===== config.mk =====
export PLATFORM = sky130hd
export DESIGN_NAME = quad_x_motor_mixer_desaturate
export DESIGN_NICKNAME = d
export VERILOG_FILES = /design/src/rtl/qxmd_pkg.sv /design/src/rtl/qxmd_core.sv /design/src/rtl/quad_x_motor_mixer_desaturate.sv
export SDC_FILE = /design/constraint.sdc
export NUM_CORES = 1
export LEC_CHECK = 0
export BUFFER_PORTS_ARGS = -buffer_cell sky130_fd_sc_hd__buf_2
export CAP_MARGIN = 15
export CORE_ASPECT_RATIO = 1.25
export CORE_MARGIN = 2
export CORE_UTILIZATION = 60
export CTS_CLUSTER_SIZE = 28
export DETAILED_ROUTE_END_ITERATION = 16
export PLACE_DENSITY = 0.78
export RECOVER_POWER = 100
export REMOVE_ABC_BUFFERS = 1
export SYNTH_ARGS = -nofsm -noshare
export SYNTH_HDL_FRONTEND = slang
export SYNTH_SLANG_ARGS = --single-unit

===== constraint.sdc =====
create_clock -name clk -period 24.2 [get_ports clk]
set_input_delay 4.84 -clock clk [delete_from_list [all_inputs] [get_ports clk]]
set_output_delay 4.84 -clock clk [all_outputs]
set_load 0.05 [all_outputs]

===== src/rtl/qxmd_pkg.sv =====
// ----------------------------------------------------------------------------
// qxmd_pkg: shared types and constants for the X-frame motor mixer
// Field widths, internal arithmetic widths, register indexes and the
// configuration bundle passed from the top level to the mixing core.
// ----------------------------------------------------------------------------
`timescale 1ns / 1ps

package qxmd_pkg;

    localparam int FRACTION_BITS_DEFAULT = 14;

    localparam int REG_W    = 15;
    localparam int THRUST_W = 15;
    localparam int TORQUE_W = 16;
    localparam int MOTOR_W  = 15;

    // Four-term sums of the input fields fit in 19 bits signed; one bit spare.
    localparam int SUM_W   = 20;
    // A sum plus the common shift.
    localparam int SHIFT_W = SUM_W + 1;

    localparam int IN_TDATA_W  = 64;
    localparam int OUT_TDATA_W = 64;
    localparam int CFG_INDEX_W = 2;

    typedef enum logic [CFG_INDEX_W-1:0] {
        REG_YAW_TORQUE_LIMIT = 2'd0,
        REG_MOTOR_FLOOR      = 2'd1,
        REG_MOTOR_CEILING    = 2'd2
    } reg_index_t;

    typedef struct packed {
        logic [REG_W-1:0] yaw_torque_limit;
        logic [REG_W-1:0] motor_floor;
        logic [REG_W-1:0] motor_ceiling;
    } mix_cfg_t;

endpackage


===== src/rtl/qxmd_core.sv =====
// ----------------------------------------------------------------------------
// qxmd_core: combinational mixing and desaturation
// Clamps yaw, forms the four X-frame sums, finds their extremes, applies the
// common shift and clamps each motor between floor and ceiling.
// ----------------------------------------------------------------------------
`timescale 1ns / 1ps

module qxmd_core (
    input  qxmd_pkg::mix_cfg_t                   cfg,
    input  logic                                 motors_off,
    input  logic        [qxmd_pkg::THRUST_W-1:0] thrust,
    input  logic signed [qxmd_pkg::TORQUE_W-1:0] torque_roll,
    input  logic signed [qxmd_pkg::TORQUE_W-1:0] torque_pitch,
    input  logic signed [qxmd_pkg::TORQUE_W-1:0] torque_yaw,
    output logic        [qxmd_pkg::MOTOR_W-1:0]  motor_front_right,
    output logic        [qxmd_pkg::MOTOR_W-1:0]  motor_back_right,
    output logic        [qxmd_pkg::MOTOR_W-1:0]  motor_back_left,
    output logic        [qxmd_pkg::MOTOR_W-1:0]  motor_front_left
);

    localparam int SW  = qxmd_pkg::SUM_W;
    localparam int XW  = qxmd_pkg::SHIFT_W;
    localparam int RW  = qxmd_pkg::REG_W;
    localparam int TW  = qxmd_pkg::TORQUE_W;
    localparam int MW  = qxmd_pkg::MOTOR_W;

    logic signed [SW-1:0] t_s;
    logic signed [SW-1:0] tx_s;
    logic signed [SW-1:0] ty_s;
    logic signed [SW-1:0] tz_raw;
    logic signed [SW-1:0] tz_s;
    logic signed [SW-1:0] lim_s;
    logic signed [SW-1:0] m_s [4];
    logic signed [SW-1:0] mn_01;
    logic signed [SW-1:0] mn_23;
    logic signed [SW-1:0] mx_01;
    logic signed [SW-1:0] mx_23;
    logic signed [SW-1:0] mn_s;
    logic signed [SW-1:0] mx_s;
    logic signed [XW-1:0] lo_x;
    logic signed [XW-1:0] hi_x;
    logic signed [XW-1:0] lift_x;
    logic signed [XW-1:0] shift_x;
    logic signed [XW-1:0] v_x    [4];
    logic        [MW-1:0] res    [4];

    always_comb
    begin
        t_s    = $signed({{(SW-qxmd_pkg::THRUST_W){1'b0}}, thrust});
        tx_s   = $signed({{(SW-TW){torque_roll[TW-1]}}, torque_roll});
        ty_s   = $signed({{(SW-TW){torque_pitch[TW-1]}}, torque_pitch});
        tz_raw = $signed({{(SW-TW){torque_yaw[TW-1]}}, torque_yaw});
        lim_s  = $signed({{(SW-RW){1'b0}}, cfg.yaw_torque_limit});

        if (tz_raw < -lim_s)
        begin
            tz_s = -lim_s;
        end
        else if (tz_raw > lim_s)
        begin
            tz_s = lim_s;
        end
        else
        begin
            tz_s = tz_raw;
        end

        m_s[0] = t_s - tx_s - ty_s - tz_s;
        m_s[1] = t_s - tx_s + ty_s + tz_s;
        m_s[2] = t_s + tx_s + ty_s - tz_s;
        m_s[3] = t_s + tx_s - ty_s + tz_s;

        mn_01 = (m_s[1] < m_s[0]) ? m_s[1] : m_s[0];
        mn_23 = (m_s[3] < m_s[2]) ? m_s[3] : m_s[2];
        mx_01 = (m_s[1] > m_s[0]) ? m_s[1] : m_s[0];
        mx_23 = (m_s[3] > m_s[2]) ? m_s[3] : m_s[2];
        mn_s  = (mn_23 < mn_01) ? mn_23 : mn_01;
        mx_s  = (mx_23 > mx_01) ? mx_23 : mx_01;

        lo_x = $signed({{(XW-RW){1'b0}}, cfg.motor_floor});
        hi_x = $signed({{(XW-RW){1'b0}}, cfg.motor_ceiling});

        // Lift the set to zero, unless that pushes the top past the ceiling.
        lift_x = (mn_s < 0) ? -$signed({mn_s[SW-1], mn_s}) : '0;
        if ($signed({mx_s[SW-1], mx_s}) + lift_x > hi_x)
        begin
            shift_x = hi_x - $signed({mx_s[SW-1], mx_s});
        end
        else
        begin
            shift_x = lift_x;
        end

        for (int i = 0; i < 4; i++)
        begin
            v_x[i] = $signed({m_s[i][SW-1], m_s[i]}) + shift_x;
            // After motors_off, the floor is tested first, so it wins when set above the ceiling.
            if (motors_off)
            begin
                res[i] = '0;
            end
            else if (v_x[i] < lo_x)
            begin
                res[i] = cfg.motor_floor;
            end
            else if (v_x[i] > hi_x)
            begin
                res[i] = cfg.motor_ceiling;
            end
            else
            begin
                res[i] = v_x[i][MW-1:0];
            end
        end

        motor_front_right = res[0];
        motor_back_right  = res[1];
        motor_back_left   = res[2];
        motor_front_left  = res[3];
    end

endmodule


===== src/rtl/quad_x_motor_mixer_desaturate.sv =====
// ----------------------------------------------------------------------------
// quad_x_motor_mixer_desaturate: X-frame quadcopter mixer with desaturation
// Mixes thrust and roll, pitch and yaw torques into four motor commands.
// ----------------------------------------------------------------------------
// Path: an accepted input word passes an input register, then a result register.
// Throughput: one word per cycle while m_tready holds; an input register and a result register
// each advance whenever the stage after them is empty or being drained.
// Reset: valid flags clear and the configuration registers load 0.25, 0.04
// and 1.0 in the fixed-point format set by FRACTION_BITS.
`timescale 1ns / 1ps

module quad_x_motor_mixer_desaturate #(
    parameter int FRACTION_BITS = qxmd_pkg::FRACTION_BITS_DEFAULT
) (
    input  logic                                 clk,
    input  logic                                 rst_n,

    input  logic                                 cfg_we,
    input  logic [qxmd_pkg::CFG_INDEX_W-1:0]     cfg_index,
    input  logic [qxmd_pkg::REG_W-1:0]           cfg_data,

    input  logic                                 s_tvalid,
    output logic                                 s_tready,
    // Bits from low up: thrust[14:0], torque_roll[30:15], torque_pitch[46:31],
    // torque_yaw[62:47], zero fill[63].
    input  logic [qxmd_pkg::IN_TDATA_W-1:0]      s_tdata,
    // Bits: motors_off.
    input  logic                                 s_tuser,

    output logic                                 m_tvalid,
    input  logic                                 m_tready,
    // Bits from low up: motor_front_right[14:0], motor_back_right[29:15],
    // motor_back_left[44:30], motor_front_left[59:45], zero fill[63:60].
    output logic [qxmd_pkg::OUT_TDATA_W-1:0]     m_tdata
);

    localparam int RW = qxmd_pkg::REG_W;
    localparam int TW = qxmd_pkg::TORQUE_W;
    localparam int HW = qxmd_pkg::THRUST_W;
    localparam int MW = qxmd_pkg::MOTOR_W;

    localparam logic [63:0] ONE_FULL   = 64'd1 << FRACTION_BITS;
    localparam logic [63:0] YAW_FULL   = ONE_FULL / 4;
    localparam logic [63:0] FLOOR_FULL = (ONE_FULL * 4) / 100;
    localparam logic [RW-1:0] RST_YAW_LIMIT = YAW_FULL[RW-1:0];
    localparam logic [RW-1:0] RST_FLOOR     = FLOOR_FULL[RW-1:0];
    localparam logic [RW-1:0] RST_CEILING   = ONE_FULL[RW-1:0];

    qxmd_pkg::mix_cfg_t cfg_reg;

    logic                 in_valid_reg;
    logic                 off_reg;
    logic        [HW-1:0] thrust_reg;
    logic signed [TW-1:0] roll_reg;
    logic signed [TW-1:0] pitch_reg;
    logic signed [TW-1:0] yaw_reg;

    logic                 out_valid_reg;
    logic [qxmd_pkg::OUT_TDATA_W-1:0] out_data_reg;
    logic [qxmd_pkg::OUT_TDATA_W-1:0] out_data_next;

    logic                 out_en;
    logic                 in_en;
    logic        [MW-1:0] mfr;
    logic        [MW-1:0] mbr;
    logic        [MW-1:0] mbl;
    logic        [MW-1:0] mfl;

    assign out_en   = !out_valid_reg || m_tready;
    assign in_en    = !in_valid_reg || out_en;
    assign s_tready = in_en;
    assign m_tvalid = out_valid_reg;
    assign m_tdata  = out_data_reg;

    always_ff @(posedge clk or negedge rst_n)
    begin
        if (!rst_n)
        begin
            cfg_reg.yaw_torque_limit <= RST_YAW_LIMIT;
            cfg_reg.motor_floor      <= RST_FLOOR;
            cfg_reg.motor_ceiling    <= RST_CEILING;
        end
        else if (cfg_we)
        begin
            unique case (cfg_index)
                qxmd_pkg::REG_YAW_TORQUE_LIMIT: cfg_reg.yaw_torque_limit <= cfg_data;
                qxmd_pkg::REG_MOTOR_FLOOR:      cfg_reg.motor_floor      <= cfg_data;
                qxmd_pkg::REG_MOTOR_CEILING:    cfg_reg.motor_ceiling    <= cfg_data;
                default:                        ;
            endcase
        end
    end

    always_ff @(posedge clk or negedge rst_n)
    begin
        if (!rst_n)
        begin
            in_valid_reg  <= 1'b0;
            out_valid_reg <= 1'b0;
        end
        else
        begin
            if (in_en)
            begin
                in_valid_reg <= s_tvalid;
            end
            if (out_en)
            begin
                out_valid_reg <= in_valid_reg;
            end
        end
    end

    always_ff @(posedge clk)
    begin
        if (in_en && s_tvalid)
        begin
            off_reg    <= s_tuser;
            thrust_reg <= s_tdata[HW-1:0];
            roll_reg   <= s_tdata[HW+TW-1:HW];
            pitch_reg  <= s_tdata[HW+2*TW-1:HW+TW];
            yaw_reg    <= s_tdata[HW+3*TW-1:HW+2*TW];
        end
        if (out_en && in_valid_reg)
        begin
            out_data_reg <= out_data_next;
        end
    end

    qxmd_core u_core (
        .cfg               (cfg_reg),
        .motors_off        (off_reg),
        .thrust            (thrust_reg),
        .torque_roll       (roll_reg),
        .torque_pitch      (pitch_reg),
        .torque_yaw        (yaw_reg),
        .motor_front_right (mfr),
        .motor_back_right  (mbr),
        .motor_back_left   (mbl),
        .motor_front_left  (mfl)
    );

    assign out_data_next = {{(qxmd_pkg::OUT_TDATA_W-4*MW){1'b0}}, mfl, mbl, mbr, mfr};

endmodule

# Yosys cells after proc, flatten, opt, wreduce, memory -nomap -nowiden
# Index checks and enable logic that the tools add are counted.
[totals] register_bits=171 latchBits=0 mem_bits_rw=0 rom_bits=0 input_bits=87 out_inout_bits=66 wordCells=77 n_memories=0
[classes] add_sub_neg=18 n_mul=0 div_mod_pow=0 magnitude_cmp=18 eq_ne=2 n_shift=0 n_mux=18 n_bitwise=0 reduce_logical=10
[ops] op="2-to-1 mux 20 bit" count=8
[ops] op="2-to-1 mux 15 bit" count=8
[ops] op="adder 20 x 21 -> 21 bit" count=5
[ops] op="greater-than comparator 21 x 16 -> 1 bit" count=5
[ops] op="less-than comparator 21 x 16 -> 1 bit" count=4
[ops] op="greater-than comparator 20 bit" count=3
[ops] op="less-than comparator 20 bit" count=3
[ops] op="2-to-1 mux 21 bit" count=2
[ops] op="adder 20 bit" count=2
[ops] op="subtractor 20 bit" count=2
[ops] op="adder 17 x 16 -> 18 bit" count=2
[ops] op="subtractor 17 x 16 -> 18 bit" count=2
[ops] op="negator 21 bit" count=1
[ops] op="subtractor 16 x 20 -> 21 bit" count=1
[ops] op="less-than comparator 16 x 20 -> 1 bit" count=1
[ops] op="less-than comparator 20 x 1 -> 1 bit, second input constant" count=1
[ops] op="negator 15 -> 20 bit" count=1
[ops] op="adder 16 x 16 -> 17 bit" count=1
[ops] op="subtractor 16 x 16 -> 17 bit" count=1
[ops] op="greater-than comparator 16 bit" count=1
[ops] op="AND reduction 2 bit" count=3
[ops] op="equality test 2 x 1 -> 1 bit, second input constant" count=1
[ops] op="equality test 2 bit, second input constant" count=1
[ops] op="logical AND 1 bit" count=2
[ops] op="other kinds (3)" count=5

# Longest topological paths before layout
[logic_depth] word_depth=17 ltp_mapped=132 ltp_nobuf=122

# Modules after synthesis
# A second synthesis with hierarchy kept.
[hier_totals] cells_unflattened=3413 area_unflattened_um2=28896.5
[by_module_without_submodules] mod="qxmd_core" instances=1 cells_per_inst=3180 area_per_inst_um2=23336.1 seq_area_each_um2=0.0
[by_module_without_submodules] mod="quad_x_motor_mixer_desaturate" instances=1 cells_per_inst=233 area_per_inst_um2=5560.3 seq_area_each_um2=4909.7

# Least setup slack after synthesis
# No wires, ideal clock.
[synth_path] path_type="reg-to-reg" startpoint="register cfg_reg[30] (netlist name)" endpoint="register out_data_reg, in the netlist m_tdata[22] (data pin)" setup_time_ns=0.275 t_arrival_ns=21.567 required_time_ns=23.925 setup_slack_ns=2.358 stages_incl_launch_ff=122 n_path_buf=12 synth_period_minus_slack_ns=21.842 cell_sequence="dfrtp_1 -> inv_1 -> ha_1 -> or3b_1 -> buf_2 -> nor3_2 -> nand3_1 -> nor3_1 -> ha_1 -> nand4_1 -> or2_2 -> o41ai_4 -> nand2_2 -> a21o_1 -> nand3_1 -> clkbuf_1 -> nor2_1 -> nor2_1 -> (+86 left out) -> o21ai_0 -> a21boi_0 -> o21ai_0 -> a21boi_0 -> o21ai_0 -> a21boi_0 -> o21ai_0 -> a21boi_0 -> o21ai_0 -> a21boi_0 -> o21ai_0 -> nand2b_1 -> xnor2_1 -> xnor2_1 -> nor2_1 -> clkbuf_1 -> mux2i_1 -> a211oi_1"
[synth_between] elab_chain_cells=17 elab_cells_between_ends=33 classes_between="9 x add/sub; 12 x order compare; 12 x mux"
[synth_lines] element="start: declaration" line_no="quad_x_motor_mixer_desaturate.sv:49" source="qxmd_pkg::mix_cfg_t cfg_reg;"
[synth_lines] element="negator 15 -> 20 bit or greater-than comparator 16 bit (tied branches)" line_no="qxmd_core.sv:55, qxmd_core.sv:57, qxmd_core.sv:59"
[synth_lines] element="less-than comparator 16 x 20 -> 1 bit or 2-to-1 mux 20 bit (tied branches)" line_no="qxmd_core.sv:55, qxmd_core.sv:59"
[synth_lines] element="2-to-1 mux 20 bit (*)" line_no="qxmd_core.sv:55" source="if (tz_raw < -lim_s)"
[synth_lines] element="adder 20 bit (tied with other cells)" line_no="qxmd_core.sv:71" source="m_s[3] = t_s + tx_s - ty_s + tz_s;"
[synth_lines] element="less-than comparator 20 bit (on tied branches)" line_no="qxmd_core.sv:74, qxmd_core.sv:73"
[synth_lines] element="2-to-1 mux 20 bit (on tied branches)" line_no="qxmd_core.sv:74, qxmd_core.sv:73"
[synth_lines] element="less-than comparator 20 bit" line_no="qxmd_core.sv:77" source="mn_s = (mn_23 < mn_01) ? mn_23 : mn_01;"
[synth_lines] element="2-to-1 mux 20 bit" line_no="qxmd_core.sv:77"
[synth_lines] element="negator 21 bit or less-than comparator 20 x 1 -> 1 bit (tied branches)" line_no="qxmd_core.sv:84" source="lift_x = (mn_s < 0) ? -$signed({mn_s[SW-1], mn_s}) : '0;"
[synth_lines] element="2-to-1 mux 21 bit" line_no="qxmd_core.sv:84"
[synth_lines] element="adder 20 x 21 -> 21 bit" line_no="qxmd_core.sv:85" source="if ($signed({mx_s[SW-1], mx_s}) + lift_x > hi_x)"
[synth_lines] element="greater-than comparator 21 x 16 -> 1 bit" line_no="qxmd_core.sv:85"
[synth_lines] element="2-to-1 mux 21 bit" line_no="qxmd_core.sv:85"
[synth_lines] element="adder 20 x 21 -> 21 bit (*)" line_no="qxmd_core.sv:96" source="v_x[i] = $signed({m_s[i][SW-1], m_s[i]}) + shift_x;"
[synth_lines] element="greater-than comparator 21 x 16 -> 1 bit" line_no="qxmd_core.sv:106" source="else if (v_x[i] > hi_x)"
[synth_lines] element="2-to-1 mux 15 bit" line_no="qxmd_core.sv:106"
[synth_lines] element="2-to-1 mux 15 bit (*)" line_no="qxmd_core.sv:102" source="else if (v_x[i] < lo_x)"
[synth_lines] element="end signal: assignment" line_no="quad_x_motor_mixer_desaturate.sv:126" source="out_data_reg <= out_data_next;"
[synth_lines] element="end: declaration" line_no="quad_x_motor_mixer_desaturate.sv:59" source="logic [qxmd_pkg::OUT_TDATA_W-1:0] out_data_reg;"
# Every way passes the cells marked *; elsewhere a longest branch is shown, timed or not.
# A chain may end at the register's enable or synchronous reset.

# Final worst setup path
[layout_path] startpoint="register cfg_reg[31] (netlist name)" endpoint="register out_data_reg, in the netlist m_tdata[32] (data pin)"
# Same word-level chain as after synthesis.

==> key figures <==
Worst setup path
  – Crit end category: flip-flop
  – R2r endpoint: m_tdata[32]
  – Reg2reg setup slack: 1.31 ns
  – Slowest CP cell: a2111oi_0
  – Required time worst endpoint: 24.42 ns
  – Worst reg2reg path startpoint: cfg_reg[31]
  – CP Data Arrival Time: 23.10 ns
  – Critical path origin: cfg_reg[31]
  – End of the critical path: m_tdata[32]
  – Register-to-Register Path Depth: 107
  – Crit-path max FO: 21
  – Slowest stage delay, CP: 0.71 ns
  – Critical path class: reg -> reg
  – Startpoint types: flip-flop

Clock network
  – Skew-Pair Late Insertion Delay: 0.52 ns
  – Clock sinks: 171
  – Root buffer cell: clkbuf_16
  – Number of buffers added for setup after CTS: 0
  – H-Tree Depth: 4
  – Clock-pin slew on the worst setup and hold paths: 0.08 ns
  – Longest Clk Path Bufs: 2
  – TritonCTS buffer count: 17
  – CTS tree: built

Timing
  – Worst slew pin tran: 3.269 ns
  – Fmax: 43.70 MHz
  – Tmin final: 22.89 ns
  – Crit share post-route: 94.57%
  – WHS: 0.5055 ns
  – Max-slew violations: 173
  – Skew final: 0.02765 ns
  – Max-Slew Margin vs Limit: -117.9%
  – Final Hold Fails: 0
  – Final setup viols: 0

Route
  – Final ANT Viol Nets: 0
  – M1 WL: 38160 um
  – Met3 WL post-DR: 6795 um
  – DR top layer: met4
  – DR vias: 30.34k
  – Routed WL: 103000 um
  – Post-DR wirelength/cell: 20.87 um
  – Vias per inst: 6.150
  – Post-route DRC: 0
  – Wire length on met2: 48110 um
  – Drt initial violations: 2222
  – DR pass1 iterations: 6

GRT
  – Initial antenna violation count: 0
  – Congestion Overflow GR: 0
  – Total GRT Usage: 39.27%
  – Largest net degree at the start of global routing: 64
  – First-pass GRT wire length: 155600 um
  – Number of global-route vias before repair: 29.05k

Floorplan
  – Core area: 49410 um2
  – Die area: 52000 um2
  – Die height: 254.5 um
  – Die X: 204.4 um
  – Row cnt: 91
  – Initial cell density of the core: 60.93%
  – IO Pins: 153

Placed design
  – Hpwl dp: 87260 um
  – Port Buffer Count: 147
  – Post-DP Area: 34750 um2
  – Final GP Congestion: 1.034
  – Placed Cells: 4902

Yosys
  – FFs w/ async S/R, synth: 27.49%
  – Mapped Cells: 3764
  – EDFF count, synth: 124
  – Largest area contributor in the netlist: ha_1
  – Top cells by area, synth: ha_1, edfxtp_1, a21oi_1
  – Prevailing post-synth register cell: edfxtp_1
  – Ys Warns: 0
  – Post-synth top area share: 21.40%
  – Distinct cell type count after synthesis: 117
  – Avg Inst Size Synth: 7.999 um2
  – Sequential share of the synthesized area: 16.31%
  – FF+latch count, synth: 171
  – Post-Syn Area: 30110 um2

Cells and area
  – Final Instance Count excl. Fillers: 4934
  – Commonest cells after routing, fill and taps aside: ha_1, buf_4, nor2_1, inv_1, a21oi_1
  – Most common cell after layout, fill and taps aside: ha_1
  – Core Util, Final: 71.55%
  – Number of fill cells in the layout: 4078
  – Nets: 4886
  – Final Cell Area: 35350 um2
  – Max reg flops: 60
  – Syn-to-layout area delta: 17.42%
  – Antenna Cells: 0
  – Share of layout cells above drive strength 1: 17.04%

Min path
  – Hold crit path type: reg -> reg

Flow run
  – Max Cap Viol: 3

Status
  – Failing checks: capacitance limit, slew limit
  – Status: finished with violations
[critical path: cells and delay by family, from the launching register on]
kind / cells / cell delay [ns]
AO/OA/AOI/OAI: 47 / 9.95
AND/OR/NAND/NOR: 30 / 5.71
adder cells (fa/ha/maj): 11 / 3.06
buffers and inverters: 15 / 2.36
multiplexers: 2 / 0.63
XOR/XNOR: 2 / 0.44
flip-flops: 1 / 0.42
[what timing repair did]
| action | 4_1_cts | 5_1_grt |
|---|---|---|
| setup endpoints to repair | 0 | 60 |
| hold buffers | 0 | 0 |
| resized for setup | 0 | 41 |
[logic make-up (layout without fill, tap and decap cells)]
family / after synthesis / count (layout) / synth area share, %
compound gates: 1114 / 1114 / 24.64
simple gates: 1085 / 1085 / 17.87
other cells: 1 / 4 / 0.01245
flops: 171 / 171 / 16.31
buf+inv: 462 / 978 / 5.959
fa+ha+maj: 540 / 540 / 22.70
mux: 139 / 139 / 5.003
xor+xnor: 252 / 252 / 7.513
[final cells by class]
cell class / instances / area (um2) / area share (%)
Clock inverter: 14 / 166.4 / 0.4707
Inverter: 352 / 1321 / 3.737
Timing Repair Buffer: 594 / 4172 / 11.80
Sequential cell: 171 / 4910 / 13.89
Clock buffer: 18 / 430.4 / 1.217
Multi-Input combinational cell: 3134 / 23540 / 66.58
Tap cell: 651 / 814.5 / 2.304
[worst min path at each step]
stage,from,end,slack [ns],cells past startpoint
finish,in_valid_reg,m_tvalid,0.51,1
global route,in_valid_reg,m_tvalid,0.55,1
CTS,in_valid_reg,m_tvalid,0.51,1
detailed placement,in_valid_reg,m_tvalid,0.50,1
global placement,in_valid_reg,m_tvalid,0.46,1
floorplan,in_valid_reg,m_tvalid,0.45,1
[routing by layer]
| layer | global-route usage [%] | up-vias |
|---|---|---|
| met5 | 0 | - |
| met2 | 67.80 | 1219 |
| met1 | 42.52 | 14060 |
| li1 | - | 14700 |
| met3 | 5.763 | 365 |
| met4 | 32.73 | 0 |
[cells in the mapped netlist (all sizes together) (39+ instances only)]
| cell | number |
|---|---|
| inv | 348 |
| xor2 | 80 |
| nand4 | 52 |
| clkbuf | 81 |
| nand2b | 72 |
| nand2 | 203 |
| o21a | 46 |
| mux2i | 83 |
| nor2b | 76 |
| xnor2 | 168 |
| a211oi | 61 |
| nand3 | 59 |
| edfxtp | 124 |
| a21oi | 313 |
| mux2 | 56 |
| a21o | 106 |
| o21bai | 63 |
| nor3 | 72 |
| nor2 | 376 |
| ha | 515 |
| o21ai | 237 |
| dfrtp | 39 |
[through the flow]
stage               setup slack, ns  setup TNS [ns]
floorplan                    0.6438               0
global placement             0.9973               0
detailed placement           0.6429               0
CTS                          0.5112               0
global route               -0.01159        -0.03063
finish                        1.315               0
Power is left out: the tool's default activity adds up to more than one toggle a clock period on the data nets, which glitch-free logic cannot reach.
